**src/rtl/core/gqk_pkg.sv**
```systemverilog
// shared types, codes and helpers of the greedy quadratic knapsack core
`default_nettype none

package gqk_pkg;

    localparam int CMD_W   = 2;
    localparam int IDX_W   = 5;
    localparam int WGT_W   = 16;
    localparam int VAL_W   = 16;
    localparam int REL_W   = 16;
    localparam int TOTAL_W = 32;
    localparam int CAP_W   = 20;
    localparam int CNT_W   = 6;

    localparam logic [CMD_W-1:0] CMD_LOAD_ITEM = 2'd0;
    localparam logic [CMD_W-1:0] CMD_LOAD_REL  = 2'd1;
    localparam logic [CMD_W-1:0] CMD_RUN       = 2'd2;

    localparam logic CFG_CAPACITY   = 1'b0;
    localparam logic CFG_ITEM_COUNT = 1'b1;

    typedef struct packed {
        logic [CMD_W-1:0]        command;
        logic [IDX_W-1:0]        row_index;
        logic [IDX_W-1:0]        column_index;
        logic [WGT_W-1:0]        weight;
        logic [VAL_W-1:0]        value;
        logic signed [REL_W-1:0] relation;
    } cmd_t;

    typedef struct packed {
        logic [IDX_W-1:0]          item_index;
        logic                      item_valid;
        logic signed [TOTAL_W-1:0] total_value;
        logic                      last;
    } res_t;

    // a zero weight is scored as one
    function automatic logic [WGT_W-1:0] eff_weight(input logic [WGT_W-1:0] w);
        logic [WGT_W-1:0] r;
        r = (w == '0) ? WGT_W'(1) : w;
        return r;
    endfunction

endpackage

`default_nettype wire

```
**src/rtl/core/gqk_cmp.sv**
```systemverilog
// score comparator: cross products registered, strict greater-than after
`default_nettype none

module gqk_cmp #(
    parameter int SW = 23
) (
    input  wire logic                              clk,
    input  wire logic signed [SW-1:0]              score_a,
    input  wire logic [gqk_pkg::WGT_W-1:0]         weight_a,
    input  wire logic signed [SW-1:0]              score_b,
    input  wire logic [gqk_pkg::WGT_W-1:0]         weight_b,
    output logic                                   beats
);

    localparam int PW = SW + gqk_pkg::WGT_W + 1;

    logic signed [gqk_pkg::WGT_W:0] wa_s;
    logic signed [gqk_pkg::WGT_W:0] wb_s;
    logic signed [PW-1:0]           lhs_next;
    logic signed [PW-1:0]           rhs_next;
    logic signed [PW-1:0]           lhs_reg;
    logic signed [PW-1:0]           rhs_reg;

    always_comb
    begin
        wa_s     = $signed({1'b0, weight_a});
        wb_s     = $signed({1'b0, weight_b});
        lhs_next = PW'(score_a) * PW'(wb_s);
        rhs_next = PW'(score_b) * PW'(wa_s);
    end

    always_ff @(posedge clk)
    begin
        lhs_reg <= lhs_next;
        rhs_reg <= rhs_next;
    end

    assign beats = lhs_reg > rhs_reg;

endmodule

`default_nettype wire

```
**config.mk**
```make
export PLATFORM = sky130hd
export DESIGN_NAME = gqk_cmp
export DESIGN_NICKNAME = d
export VERILOG_FILES = /design/src/rtl/core/gqk_pkg.sv /design/src/rtl/core/gqk_cmp.sv
export SDC_FILE = /design/constraint.sdc
export NUM_CORES = 2
export LEC_CHECK = 0
export BUFFER_PORTS_ARGS = -buffer_cell sky130_fd_sc_hd__clkbuf_2
export CORE_ASPECT_RATIO = 0.6
export CORE_MARGIN = 2
export CORE_UTILIZATION = 49
export CTS_CLUSTER_SIZE = 16
export DETAILED_ROUTE_END_ITERATION = 8
export GPL_TIMING_DRIVEN = 0
export MAX_ROUTING_LAYER = met4
export PLACE_DENSITY = 0.64
export SLEW_MARGIN = 15
export SYNTH_ARGS = -nofsm -noshare
export SYNTH_HDL_FRONTEND = slang
export SYNTH_SLANG_ARGS = --single-unit
```
**constraint.sdc**
```tcl
create_clock -name clk -period 8 [get_ports clk]
set_input_delay 1.6 -clock clk [delete_from_list [all_inputs] [get_ports clk]]
set_output_delay 1.6 -clock clk [all_outputs]
set_load 0.02 [all_outputs]
```
Word-level counts from Yosys, hierarchy flattened:

Cells that the tools add are included.

* bits in registers: 80
* output and inout bits: 1

* multiply operators: 2
* magnitude comparators: 1

Operators with widths (number)
* 23-bit by 17-bit multiplier with 40-bit output: 2
* 40-bit > comparator: 1

Depth between registers and ports, before layout:

* depth in word-level cells: 1
* gate-level depth with buffers: 25

Worst setup path after synthesis:

Ideal clock, no wire load.

* kind: input port to flip-flop
* from: input port weight_a[2] in the netlist's numbering
* to: register rhs_reg[39]
* setup time: 0.072 ns
* arrival time: 7.422 ns
* data required time: 7.928 ns
* slack: 0.506 ns
* cell stages on the path: 21
* path buffers: 2
* cell sequence: clkbuf_1 nand2_1 fa_1 fa_1 inv_1 fa_1 fa_1 fa_1 inv_1 fa_1 inv_1 ha_1 buf_2 a21oi_1 o21ai_1 a2111oi_0 a31oi_1 o41a_1 a211o_1 a21oi_2 xnor2_1

* word-level cells in the longest chain between the ends: 1

RTL lines
* from (decl): RTL line gqk_cmp.sv:9 `input wire logic [gqk_pkg::WGT_W-1:0] weight_a,`
* 23-bit by 17-bit multiplier with 40-bit output: RTL line gqk_cmp.sv:29 `rhs_next = PW'(score_b) * PW'(wa_s);`
* net rhs_next[39]: RTL line gqk_cmp.sv:20 `logic signed [PW-1:0] rhs_next;`
* to (signal assigned): RTL line gqk_cmp.sv:35 `rhs_reg <= rhs_next;`
* to (decl): RTL line gqk_cmp.sv:22 `logic signed [PW-1:0] rhs_reg;`

The timed path passes the listed nets, and every way through them passes these cells.

Final worst setup path:

* from: input port score_b[16]
* to: register rhs_reg[38]

* word-level cells in the longest chain between the ends: 1

RTL lines
* from (decl): RTL line gqk_cmp.sv:10 `input wire logic signed [SW-1:0] score_b,`
* 23-bit by 17-bit multiplier with 40-bit output: RTL line gqk_cmp.sv:29
* net rhs_next[38]: RTL line gqk_cmp.sv:20

The timed path passes the listed nets, and every way through them passes these cells.

==> flow_summary_export.csv <==
group,metric,value,unit
status,status,"completed",
clock_network,cts_tree,"done",
sta,tightest_slew,0.7824,ns
floorplan,dieArea,62250,um^2
detailed_routing,drt_iter0_markers,1283,
synthesis,syn_area,29500,um^2
critical_path,critPathMaxFanout,10,
synthesis,synth.mux.area_fraction,0.03393,%
critical_path,cp-end-kind,"flop",
placed_design,dpl_cell_area,30870,um^2
synthesis,synth_area_leader_cell,"fa_1",
placed_design,hpwlAfterDp,65320,um
grt,antenna_found_initial,2,
synthesis,seq_area_frac_synth,5.429,%
grt,grt_pass1_wl,122200,um
critical_path,cp_top_family,"adder cells",
grt,grtUsageTotal,26.13,%
clock_network,cts_buffers,9,
synthesis,yosysMostFrequentCell,"inv_1",
min_path,hold_start,"weight_b[0]",
critical_path,worstPathRequired,8.20,ns
floorplan,die_h,194.1,um
synthesis,yosys.area_share.simple,14.41,%
final_layout,syn_to_final_growth,6.621,%
synthesis,synth_compound_area_share,5.213,%
synthesis,yosysUniqueCellTypes,53,
critical_path,arrival,8.00,ns
synthesis,synth_xor_area_share,2.227,%
grt,grt_pass1_vias,22150,
detailed_routing,routedWlPerCell,17.59,um
placed_design,place_congestion,0.9662,
final_layout,final_cells,4173,
critical_path,crit_slowest_cell,"fa_1",
critical_path,max_stage_delay,0.56,ns
detailed_routing,dr.pass1.iters,5,
synthesis,synth_top_area_share,49.27,%
clock_network,path_clk_slew,0.06,ns
sta,max-slew-margin-rel,47.84,%
sta,rsz0062_at_grt,"false",
floorplan,core,59310,um^2
critical_path,cp_num_cells,22,
synthesis,async_flop_share,0,%
synthesis,syn_nets,4334,
critical_path,crit_type,"in -> reg",
placed_design,place_inst,4151,
placed_design,io_buffers,79,
detailed_routing,num_vias,21250,
synthesis,synth_area_leaders,"fa_1 49%, inv_1 12%, ha_1 10%",
floorplan,start_util,49.74,%
synthesis,synth_flop_cell,"dfxtp_1",
clock_network,htreeDepth,3,
synthesis,syn_avg_cell_area,8.964,um^2
critical_path,path_buf_inv,5,
min_path,holdCritPathClass,"in -> reg",
floorplan,std_cell_rows,69,
final_layout,drive_above_1_share,6.106,%
sta,post-route-period-util,97.52,%
critical_path,start_kind,"input pin",
floorplan,die_x,320.8,um
sta,maxSlewViolCount,0,
detailed_routing,viasPerCell,5.093,
job,cap_violations,0,
floorplan,num_io_pins,80,
critical_path,crit_chain,"clkbuf_2 > clkbuf_2 > nand2_1 > fa_1 > fa_1 > fa_1 > inv_1 > fa_1 > fa_1 > inv_1 > fa_1 > inv_1 > ha_1 > nand3_1 > nor4_2 > o221ai_1 > nand3_1 > o31ai_4 > a21oi_1 > o31ai_2 > mux2i_1 > nand2_1",
min_path,whs_path_depth,2,
sta,min_period,7.801,ns
clock_network,ctsRootBufferMaster,"clkbuf_16",
clock_network,hold_buffers,0,
sta,fin_hold_ws,1.589,ns
sta,hold_violations,0,
detailed_routing,ant_nets,0,
clock_network,cts_buffer_depth,2,
synthesis,ys_ff_latch,80,
detailed_routing,drc_errors,0,
critical_path,path_common_cell,"fa_1",
clock_network,clock_sinks,80,
grt,grt_max_degree,17,
sta,setup_viol,0,
sta,clock.fmax,128.2,MHz
final_layout,num-nets-final,4429,
synthesis,syn_inst,3291,
final_layout,design_area,31450,um^2
synthesis,yosysWarnings,0,
sta,fin_tns_setup,0,ns
detailed_routing,wl,73420,um
synthesis,synthAdderAreaFrac,59.36,%
synthesis,synth-edff-count,0,
synthesis,synthTopCellsByCount,"934 x inv_1, 726 x fa_1, 479 x nand2_1, 298 x and2_1, 238 x ha_1",
grt,gr-total-overflow,0,
min_path,hold_end,"lhs_reg[0]$_DFF_P_",
synthesis,synth_top_family_by_area,"adder cells",
[layout by cell type, fill, tap and decap left out, types with 5 or more instances in the layout]
cell        instances
ha_1              238
nor2b_1            10
o21bai_1           11
nand4_1            14
clkbuf_4           14
o21ai_0            35
and2_1            298
clkbuf_16           9
nand2b_1            5
inv_1             931
nor3b_1             5
o21a_1             10
nand2_1           479
xnor2_1            56
a211oi_1            6
clkbuf_2          115
a31o_2              5
dfxtp_1            80
nor2_1             50
fa_1              724
buf_4              21
clkbuf_1           29
xor2_1             19
buf_2              15
o21ai_1             5
clkinvlp_4          5
and3_1              8
nand3_1            11
a21oi_1            68
a21o_1             41
o31ai_1             5
[stage by stage]
step	util (%)	setup slack (ns)
after floorplan	-	0.5057
after global placement	52.05	-0.8348
after detailed placement	52.05	-0.8773
after CTS	52.59	0.007250
after global routing	53.03	0.002442
final	53.03	0.1987
[cell families (layout without fill, tap and decap cells)]
| kind of cell | after synthesis | count (layout) |
|---|---|---|
| buffers and inverters | 1047 | 1146 |
| adder cells (fa/ha/maj) | 964 | 964 |
| AND/OR/NAND/NOR | 892 | 892 |
| AO/OA/AOI/OAI | 232 | 232 |
| flip-flops | 80 | 80 |
| XOR/XNOR | 75 | 75 |
| multiplexers | 1 | 1 |
| other | 0 | 2 |
[what timing repair did]
| item | CTS | global route |
|---|---|---|
| hold endpoints to repair | 0 | 0 |
| gates resized for setup | 38 | 191 |
| setup endpoints to repair | 8 | 20 |
| setup buffers | 0 | 9 |
| pin swaps | 0 | 4 |
| gates cloned | 0 | 0 |
[worst max path at each step]
stage / start / to / slack [ns]
floorplan: weight_a[2] / rhs_reg[39]$_DFF_P_ / 0.51
global placement: weight_a[2] / rhs_reg[39]$_DFF_P_ / -0.83
detailed placement: weight_a[2] / rhs_reg[39]$_DFF_P_ / -0.88
CTS: weight_b[10] / lhs_reg[39]$_DFF_P_ / 0.007
global route: score_b[22] / rhs_reg[39]$_DFF_P_ / 0.002
finish: score_b[16] / rhs_reg[38]$_DFF_P_ / 0.20
[final cells by class]
type | count | area (um^2)
fill | 5620 | 27860
multi-input combinational | 2164 | 24020
inverter | 934 | 3517
sequential | 80 | 1602
tap | 781 | 977.2
buffer | 109 | 590.6
timing repair buffer | 88 | 465.4
clock buffer | 10 | 239.0
clock inverter | 5 | 33.78
antenna | 2 | 5.005
[routing by layer]
| layer | share of wire, % | up-vias | track usage (%) |
|---|---|---|---|
| li1 | - | 9697 | - |
| met1 | 48 | 10810 | 39.04 |
| met2 | 41 | 691 | 35.99 |
| met3 | 11 | 58 | 7.781 |
| met4 | 1.0 | 0 | 2.765 |
| met5 | 0 | - | - |
Power is left out: the tool's default activity adds up to more than one toggle a clock period on the data nets, which glitch-free logic cannot reach.
