$ cat src/rtl/core/gqk_ram.sv
// generic simple dual port ram with registered read
`default_nettype none

module gqk_ram #(
    parameter int WIDTH = 16,
    parameter int DEPTH = 32
) (
    input  wire logic                                        clk,
    input  wire logic                                        we,
    input  wire logic [((DEPTH > 1) ? $clog2(DEPTH) : 1)-1:0] waddr,
    input  wire logic [WIDTH-1:0]                            wdata,
    input  wire logic [((DEPTH > 1) ? $clog2(DEPTH) : 1)-1:0] raddr,
    output logic      [WIDTH-1:0]                            rdata
);

    logic [WIDTH-1:0] mem_reg [DEPTH];

    always_ff @(posedge clk)
    begin
        if (we)
        begin
            mem_reg[waddr] <= wdata;
        end
        rdata <= mem_reg[raddr];
    end

endmodule

`default_nettype wire

$ cat config.mk
export PLATFORM = sky130hd
export DESIGN_NAME = gqk_ram
export DESIGN_NICKNAME = d
export VERILOG_FILES = /design/src/rtl/core/gqk_ram.sv
export SDC_FILE = /design/constraint.sdc
export NUM_CORES = 1
export LEC_CHECK = 0
export BUFFER_PORTS_ARGS = -buffer_cell sky130_fd_sc_hd__buf_2
export CAP_MARGIN = 15
export CORE_MARGIN = 4
export CORE_UTILIZATION = 60
export DETAILED_ROUTE_END_ITERATION = 16
export PLACE_DENSITY_LB_ADDON = 0.08
export RECOVER_POWER = 100
export SLEW_MARGIN = 20
export SYNTH_ARGS = -nofsm -noshare
export SYNTH_HDL_FRONTEND = slang
export SYNTH_SLANG_ARGS = --single-unit
$ cat constraint.sdc
create_clock -name clk -period 2.14 [get_ports clk]
set_clock_uncertainty 0.15 [all_clocks]
set_input_delay 0.107 -clock clk [delete_from_list [all_inputs] [get_ports clk]]
set_output_delay 0.107 -clock clk [all_outputs]
set_load 0.01 [all_outputs]
-- Word-level counts from Yosys, hierarchy flattened
Memories as Yosys holds them, arrays and structs flattened. A register that Yosys moved wholly into a read port is not among the register bits.
Cells that the tools add are included.
- register bits: 0
- latch bits: 0
- RAM bits: 512
- bits in read-only memories: 0
- output and inout port bits: 16
- word-level logic and storage cells: 3
- memories kept: 1
- memories (name ; words ; width ; read ports ; clocked after Yosys merged registers in ; wr ports ; line ; source):
    mem_reg ; 32 ; 16 ; 1 ; 1 ; 1 ; 16 ; logic [WIDTH-1:0] mem_reg [DEPTH];
- add/sub/neg operators: 0
- multipliers: 0
- divide/modulo/power cells: 0
- magnitude comparators: 0
- eq/ne operators: 0
- shift-type cells: 0
- muxes and demuxes: 2
- bitwise operators: 0
- reduce and logical (&&, ||, !) cells: 0
- operators by type and width (kind ; count):
    $mux W1 ; 2

-- Logic depth before layout (Yosys ltp)
Gate-level depths: netlist (run 1).
- depth after elaboration: 2
- mapped depth: 8
- gate-level depth less buffers: 5

-- Worst setup path after synthesis (run 1)
OpenSTA, ideal clock, no wires.
- path kind: in2reg
- start: input waddr[1] in the netlist's numbering
- end: memory mem_reg[12][0], enable pin
- setup time: 0.388 ns
- arrival: 1.459 ns
- required time: 1.602 ns
- setup slack: 0.143 ns
- stages: 3
- path through: or3b_2 clkbuf_1 nor2_1
- RTL lines (element ; line ; source):
    from (decl) ; 10 ; input wire logic [((DEPTH > 1) ? $clog2(DEPTH) : 1)-1:0] waddr,
    to (decl) ; 16 ;
No word-level cell before the write port.

-- Worst setup path after layout (run 1)
- start: input wdata[13]
- end: memory mem_reg[18][13] (data pin)
- RTL lines (element ; line ; source):
    from (decl) ; 11 ; input wire logic [WIDTH-1:0] wdata,
No word-level cell before the write port.

==> results.cfg, run 1 <==
[timing]
tightest_slew_ns = 1.950
max_freq_mhz = 526.0
max_slew_margin = -0.2998
final_hold_viol_count = 0
fin_ws_ns = 0.2388
setup_viol = 0
grt_setup_unrepaired = no
period_minus_slack_ns = 1.901
hold_slack_ns = 0.07538
period_share = 0.8884
finalMaxSlewViolations = 264
tns_ns = 0

[cells_and_area]
final_area_um2 = 23250
area_growth_pct = 13.20
nets = 1296
largest_register_ffs = 512
final_cell_mix = edfxtp_1 (512), mux2i_1 (256), clkbuf_1 (69), a22oi_1 (64), clkbuf_16 (53)
drive_gt1_frac = 0.1168
mostFrequentLayoutCell = edfxtp_1
fill_cells = 2222

[worst_setup_path]
path_cells = dlygate4sd3_1, clkbuf_1
crit_slowest_cell = clkbuf_1
worstPathArrival_ns = 1.87
path_class = in -> reg
critPathTopFamily = buffers and inverters
worstPathMaxFanout = 32
crit_buf_inv = 2
start_kind = input pin
cp-end-kind = flip-flop
cp_slowest_stage_delay_ns = 1.21
required_ns = 2.10

[synthesis]
ys.flop_type = edfxtp_1
synth_fp_nets = 1171
synth_warnings = 0
async_flop_share = 0
synth.avg_cell_area_um2 = 17.97
synth_cell_types = 26
netlist_instances = 1143
ys_ff_latch = 528
netlist_area_um2 = 20540
synth_edf_count = 512
seq_area_frac_synth = 0.7643

[placement]
placed_cell_area_um2 = 21680
place.detailed.hpwl_um = 26700
post-place-ws_ns = 0.2266
gp_congestion = 0.7950
port_buffers = 43

[global_route]
grt_overflow = 0
grt_pass1_wl_um = 66940
grt_max_degree = 58
grt_pass1_vias = 10366
antenna_found_initial = 0
grt_use_total = 0.2473

[route]
vias = 10713
route.detailed.drc = 0
highest_layer = met4
met2WireLength_um = 21390
dr.first_iter.drc_count = 1016
totalWireLength_um = 45650
wl_met3_um = 3103
m1WireLength_um = 20340
wl_per_cell_um = 25.92
ant_nets = 0
viasPerCell = 6.083
firstDrtPassIters = 5

[clock_network]
cts_tree = yes
insertion_delay_ns = 0.56
cts_root_buf = clkbuf_16
cts_buffers = 51
h-tree-depth = 2
clkSinkCount = 528
clk_pin_slew_ns = 0.06
clk_path_buf_depth = 3
cts_repair_resize_count = 0

[floorplan]
die_w_um = 193.0
fp.dieH_um = 193.0
start_util = 0.6109
core_region_area_um2 = 33620
io_pins = 44
die_area_um2 = 37250
std_cell_rows = 67

[pwr]
p_sw_uw = 4449
p_seq_frac = 0.537
p_total_uw = 21550
internal-power_uw = 17100
leakagePower_uw = 0.008131
p_per_area_nw_per_um2 = 926.9
swShare = 0.2065
pwr-share-comb = 0.056
ir_worst_vdd_mv = 0.7135
power.share.clock = 0.408

[hold_path]
hold_path.class = in -> reg

[outcome]
outcome = finished, violations left
violations = max-capacitance violations, max-slew violations

[job]
max_cap_viol_count = 8
## final timing paths
check	start	end	slack, ns	cells past startpoint
hold / removal	raddr[2]	rdata[5]$_DFF_P_	0.08	6
hold reg to reg	mem_reg[17][9]$_DFFE_PP_	rdata[9]$_DFF_P_	0.47	4
setup reg to reg	mem_reg[27][1]$_DFFE_PP_	rdata[1]$_DFF_P_	0.35	5
setup / recovery	wdata[13]	mem_reg[18][13]$_DFFE_PP_	0.24	2
## cells in the mapped netlist, types with 2 or more instances
cell type / count / area share
buf_12: 5 / 0.0049
nor2_1: 33 / 0.0060
nand3b_1: 5 / 0.0018
a22oi_1: 64 / 0.023
nand4_1: 16 / 0.0049
edfxtp_1: 512 / 0.75
buf_6: 6 / 0.0033
a21oi_1: 32 / 0.0078
clkbuf_1: 12 / 0.0022
dfxtp_1: 16 / 0.016
nand2b_1: 2 / 0.00061
or3b_2: 3 / 0.0013
buf_4: 19 / 0.0069
buf_2: 19 / 0.0046
a22o_1: 32 / 0.014
nand2_1: 33 / 0.0060
a31oi_1: 16 / 0.0049
mux2i_1: 256 / 0.12
buf_8: 6 / 0.0044
nor2b_1: 2 / 0.00061
nor3_1: 16 / 0.0039
nand3_1: 34 / 0.0083
## what timing repair did
item,in CTS,in global routing
hold buffers,15,0
endpoints found under the hold margin,308,0
buffers inserted,0,0
## cell families (layout without fill, tap and decap cells)
kind of cell | count (synthesis) | in the layout | share of synthesized area
AO/OA/AOI/OAI | 144 | 144 | 0.04972
flip-flops | 528 | 528 | 0.7643
AND/OR/NAND/NOR | 148 | 148 | 0.03491
other | 0 | 3 | 0
multiplexers | 256 | 256 | 0.1248
buffers and inverters | 67 | 234 | 0.02632
## layer usage
layer | GRT usage | up-vias
li1 | - | 4807
met1 | 0.3867 | 5491
met2 | 0.3817 | 360
met3 | 0.03367 | 55
met4 | 0.05174 | 0
met5 | 0 | -
## power by group through the flow
stage	logic, uW	clock network (uW)	registers (uW)
final	1210	8780	11600
after detailed placement	1210	0	11800
after CTS	1230	8920	11600
after global placement	1190	0	11800
after floorplan	646	0	11800
after global routing	1290	9390	11600
## through the flow
stage            util  instances
2_1_floorplan       -       1143
3_3_place_gp   0.6450       1648
3_5_place_dp   0.6450       1648
4_1_cts        0.6993       1758
5_1_grt        0.6913       1758
6_report       0.6916       1761
## final cells by class
class | instances | area [um2] | area share
Clock buffer | 72 | 1478 | 0.06356
Clock inverter | 23 | 196.4 | 0.008450
Tap cell | 448 | 560.5 | 0.02411
Multi-Input combinational cell | 548 | 4324 | 0.1860
Sequential cell | 528 | 15700 | 0.6751
Timing Repair Buffer | 139 | 985.9 | 0.04241
Antenna cell | 3 | 7.507 | 0.0003229
(Power assumes the default switching activity.)
==> inputs of run 2 (changes only) <==
--- a/config.mk
+++ b/config.mk
@@ -10,7 +10,8 @@
 export CORE_MARGIN = 4
 export CORE_UTILIZATION = 60
 export DETAILED_ROUTE_END_ITERATION = 16
-export PLACE_DENSITY_LB_ADDON = 0.08
+export HOLD_SLACK_MARGIN = 0.03
+export PLACE_DENSITY = 0.77
 export RECOVER_POWER = 100
 export SLEW_MARGIN = 20
 export SYNTH_ARGS = -nofsm -noshare
==> results.cfg, run 2 (synthesis results as in run 1) <==
[outcome]
outcome = finished, violations left
violations = max-capacitance violations, max-slew violations

[timing]
finalMaxSlewViolations = 165
tightest_slew_ns = 1.583
tns_ns = 0
setup_viol = 0
final_hold_viol_count = 0
period_minus_slack_ns = 1.958
grt_setup_unrepaired = no
fin_ws_ns = 0.1819
hold_slack_ns = 0.1057
max_slew_margin = -0.05501
period_share = 0.9150
max_freq_mhz = 510.7

[hold_path]
whs_path_depth = 4
hold_start = waddr[2]
holdPathEnd = mem_reg[19][6]$_DFFE_PP_
hold_path.class = in -> reg

[floorplan]
std_cell_rows = 67
io_pins = 44
fp.dieH_um = 193.0
start_util = 0.6109
core_region_area_um2 = 33620
die_area_um2 = 37250
die_w_um = 193.0

[worst_setup_path]
reg2reg_from = mem_reg[28][9]$_DFFE_PP_
r2r-end = rdata[9]$_DFF_P_
worstPathMaxFanout = 16
required_ns = 2.15
crit_slowest_cell = clkbuf_1
critPathTopFamily = buffers and inverters
path_cells = clkbuf_1, or3b_2, nor2_1, clkbuf_1
reg2reg_depth = 5
path_class = in -> reg
cpMostUsedCell = clkbuf_1
cp-end-kind = flip-flop
worstPathArrival_ns = 1.97
r2r_slack_ns = 0.45
crit_buf_inv = 2
start_kind = input pin
cp_slowest_stage_delay_ns = 0.94

[route]
totalWireLength_um = 45880
route.detailed.drc = 0
dr.first_iter.drc_count = 1220
ant_nets = 0
wl_per_cell_um = 26.01
firstDrtPassIters = 6
vias = 11043
viasPerCell = 6.260

[pwr]
p_seq_frac = 0.529
p_per_area_nw_per_um2 = 936.6
ir_worst_vdd_mv = 0.7222
pwr-share-comb = 0.054
leakagePower_uw = 0.008170
swShare = 0.2050
p_sw_uw = 4485
power.share.clock = 0.418
internal-power_uw = 17390

[cells_and_area]
mostFrequentLayoutCell = edfxtp_1
area_growth_pct = 13.71
drive_gt1_frac = 0.1140
instances_no_fill = 1764
nets = 1301
final_cell_mix = edfxtp_1 (512), mux2i_1 (256), clkbuf_1 (76), a22oi_1 (64), clkbuf_16 (51)
diodes = 0
largest_register_ffs = 512
fin_util = 0.6947

[global_route]
antenna_found_initial = 0
grt_overflow = 0
grt_use_total = 0.2480
grt_pass1_wl_um = 68050
grt_pass1_vias = 11042
grt_max_degree = 39

[clock_network]
insertion_delay_ns = 0.56
cts_tree = yes
cts_root_buf = clkbuf_16
clk_path_buf_depth = 3
clk_pin_slew_ns = 0.06
clkSinkCount = 528
post_cts_buffers = 0
cts_buffers = 51
h-tree-depth = 2

[placement]
place.detailed.hpwl_um = 26800
place_inst = 1649
port_buffers = 43
post-place-ws_ns = -0.003320
gp_congestion = 0.7937

[job]
max_cap_viol_count = 5
run 2: cell types whose count changed in the layout (fill, tap and decap cells not counted), sizes merged:
cell,before,now
inv,1,3
clkinv,18,14
diode,3,0
dlygate4sd3,15,19
dlymetal6s4s,1,0
bufinv,3,6
dlymetal6s2s,0,1
clkbuf,136,144
buf,59,52
run 2: how the worst max path moves through the flow:
stage	from	to	slack, ns	cells past startpoint
3_5_place_dp	raddr[2]	rdata[10]$_DFF_P_	-0.003	7
4_1_cts	raddr[3]	rdata[10]$_DFF_P_	0.09	7
2_1_floorplan	waddr[1]	mem_reg[12][0]$_DFFE_PP_	0.14	3
5_1_grt	raddr[3]	rdata[5]$_DFF_P_	0.09	8
3_3_place_gp	raddr[2]	rdata[10]$_DFF_P_	0.05	7
6_report	we	mem_reg[12][1]$_DFFE_PP_	0.18	4
run 2: power by group through the flow:
stage / clock network, uW / registers [uW] / logic [uW]
2_1_floorplan: 0 / 11800 / 646
3_3_place_gp: 0 / 11800 / 1130
3_5_place_dp: 0 / 11800 / 1160
5_1_grt: 9670 / 11600 / 1250
6_report: 9130 / 11600 / 1170
4_1_cts: 9230 / 11600 / 1190
run 2: layer usage:
metal  track usage  routed length (um)  up-vias
met5             0                   0        -
met4        0.1021                1935        0
met3       0.03745                3402      114
met2        0.3947               22020      524
met1        0.3506               18520     5592
li1              -                   -     4813
run 2: repair_timing:
action                                  CTS  global route
endpoints found under the setup margin    0             3
hold endpoints to repair                528             0
hold buffers                             19             0
gates resized for setup                   0             1
run 2: worst register-to-register path, stage by stage, from the launching register on:
cell and delay (ns):
edfxtp_1 0.36, mux2i_1 0.20, a22oi_1 0.11, nand4_1 0.11, dlygate4sd3_1 0.56, nand3_1 0.07
run 2: through the flow:
step | total power (uW) | instance area [um2]
4_1_cts | 21980 | 23600
2_1_floorplan | 12420 | 20540
3_5_place_dp | 12930 | 21680
3_3_place_gp | 12900 | 21680
6_report | 21870 | 23350
5_1_grt | 22490 | 23350
run 2: cell type report:
type,count,area (um2)
clock buffer,72,1455
timing repair buffer,144,1037
fill,2100,10260
clock inverter,24,277.8
tap,448,560.5
sequential,528,15700
multi-input combinational,548,4327
==> inputs of run 3 (changes only) <==
--- a/config.mk
+++ b/config.mk
@@ -7,11 +7,14 @@
 export LEC_CHECK = 0
 export BUFFER_PORTS_ARGS = -buffer_cell sky130_fd_sc_hd__buf_2
 export CAP_MARGIN = 15
+export CELL_PAD_IN_SITES_DETAIL_PLACEMENT = 2
+export CELL_PAD_IN_SITES_GLOBAL_PLACEMENT = 2
 export CORE_MARGIN = 4
-export CORE_UTILIZATION = 60
+export CORE_UTILIZATION = 48
+export CTS_CLUSTER_SIZE = 14
 export DETAILED_ROUTE_END_ITERATION = 16
 export HOLD_SLACK_MARGIN = 0.03
-export PLACE_DENSITY = 0.77
+export PLACE_DENSITY = 0.8
 export RECOVER_POWER = 100
 export SLEW_MARGIN = 20
 export SYNTH_ARGS = -nofsm -noshare
==> results.cfg, run 3 (synthesis results as in run 1) <==
[route]
firstDrtPassIters = 5
totalWireLength_um = 65770
vias = 11650
ant_nets = 0
route.detailed.drc = 0
viasPerCell = 6.263
dr.first_iter.drc_count = 1194
wl_per_cell_um = 35.36

[floorplan]
core_region_area_um2 = 42130
die_w_um = 214.8
io_pins = 44
die_area_um2 = 46160
std_cell_rows = 75
start_util = 0.4874
fp.dieH_um = 214.8

[global_route]
grt_pass1_wl_um = 95020
antenna_found_initial = 1
grt_overflow = 0
grt_use_total = 0.2826
grt_max_degree = 44
grt_pass1_vias = 12806

[timing]
finalMaxSlewViolations = 362
period_minus_slack_ns = 2.054
tns_ns = 0
grt_setup_unrepaired = no
fin_ws_ns = 0.08562
hold_slack_ns = 0.1122
final_hold_viol_count = 0
period_share = 0.9600
setup_viol = 0
max_freq_mhz = 486.8
max_slew_margin = -0.2015
tightest_slew_ns = 1.802

[outcome]
outcome = finished, violations left
violations = max-capacitance violations, max-slew violations

[clock_network]
h-tree-depth = 2
insertion_delay_ns = 0.61
cts_root_buf = clkbuf_16
clk_pin_slew_ns = 0.06
cts_buffers = 54
clkSinkCount = 528
clk_path_buf_depth = 3
cts_tree = yes
hold_buffers = 19
post_cts_buffers = 0
cts_repair_resize_count = 0

[cells_and_area]
largest_register_ffs = 512
nets = 1305
instances_no_fill = 1860
drive_gt1_frac = 0.1128
area_growth_pct = 14.40
diodes = 0
final_cell_mix = edfxtp_1 (512), mux2i_1 (256), clkbuf_1 (67), a22oi_1 (64), clkbuf_16 (57)
fin_util = 0.5576
mostFrequentLayoutCell = edfxtp_1
fill_cells = 3564

[worst_setup_path]
cp-end-kind = flip-flop
r2r-end = rdata[3]$_DFF_P_
worstPathMaxFanout = 16
r2r_slack_ns = 0.33
required_ns = 2.19
worstPathArrival_ns = 2.11
start_kind = input pin
reg2reg_depth = 5
path_class = in -> reg
reg2reg_from = mem_reg[31][3]$_DFFE_PP_

[hold_path]
whs_path_depth = 6
hold_start = raddr[1]
holdPathEnd = rdata[7]$_DFF_P_
hold_path.class = in -> reg

[placement]
place_inst = 1741
gp_congestion = 0.7554
port_buffers = 43
post-place-ws_ns = -0.04413
place.detailed.hpwl_um = 37760

[pwr]
p_per_area_nw_per_um2 = 949.0
leakagePower_uw = 0.008285
ir_worst_vdd_mv = 0.6765

[job]
max_cap_viol_count = 11
run 3: worst max-delay path: stages:
cell      delay (ns)
clkbuf_2        0.25
or3b_2          0.55
nor2_1          0.16
clkbuf_1        1.02
run 3: where the power goes:
part / leakage, uW / switching, uW / internal (uW)
Sequential: 0.00475 / 73.4 / 11500
Combinational: 0.00269 / 878 / 417
Clock: 0.000847 / 4110 / 5310
Total: 0.00829 / 5060 / 17200
run 3: how the worst max path moves through the flow:
stage,from,to,slack [ns],cells after the start
global placement,raddr[2],rdata[5]$_DFF_P_,0.07,7
finish,waddr[4],mem_reg[16][15]$_DFFE_PP_,0.09,4
floorplan,waddr[1],mem_reg[12][0]$_DFFE_PP_,0.14,3
global route,waddr[4],mem_reg[16][4]$_DFFE_PP_,0.08,4
CTS,raddr[3],rdata[5]$_DFF_P_,0.29,7
detailed placement,raddr[2],rdata[5]$_DFF_P_,-0.04,7
run 3: cell type report:
type                    count  area (um2)  area share
clock buffers              72        1513     0.06439
multi-input cells         548        4319      0.1838
clock inverters            28       206.4    0.008787
flip-flops and latches    528       15700      0.6681
repair buffers            145        1086     0.04623
well taps                 539       674.4     0.02871
run 3: metal layers:
metal  wire [um]  GRT usage
met1       25970     0.3646
met2       33230     0.4834
met3        4257    0.05607
met4        2309    0.09423
met5           0          0
run 3: through the flow:
stage	area [um2]	power, uW
global placement	21950	12940
floorplan	20540	12420
finish	23490	22290
detailed placement	21950	13050
CTS	23860	22470
global route	23490	22970
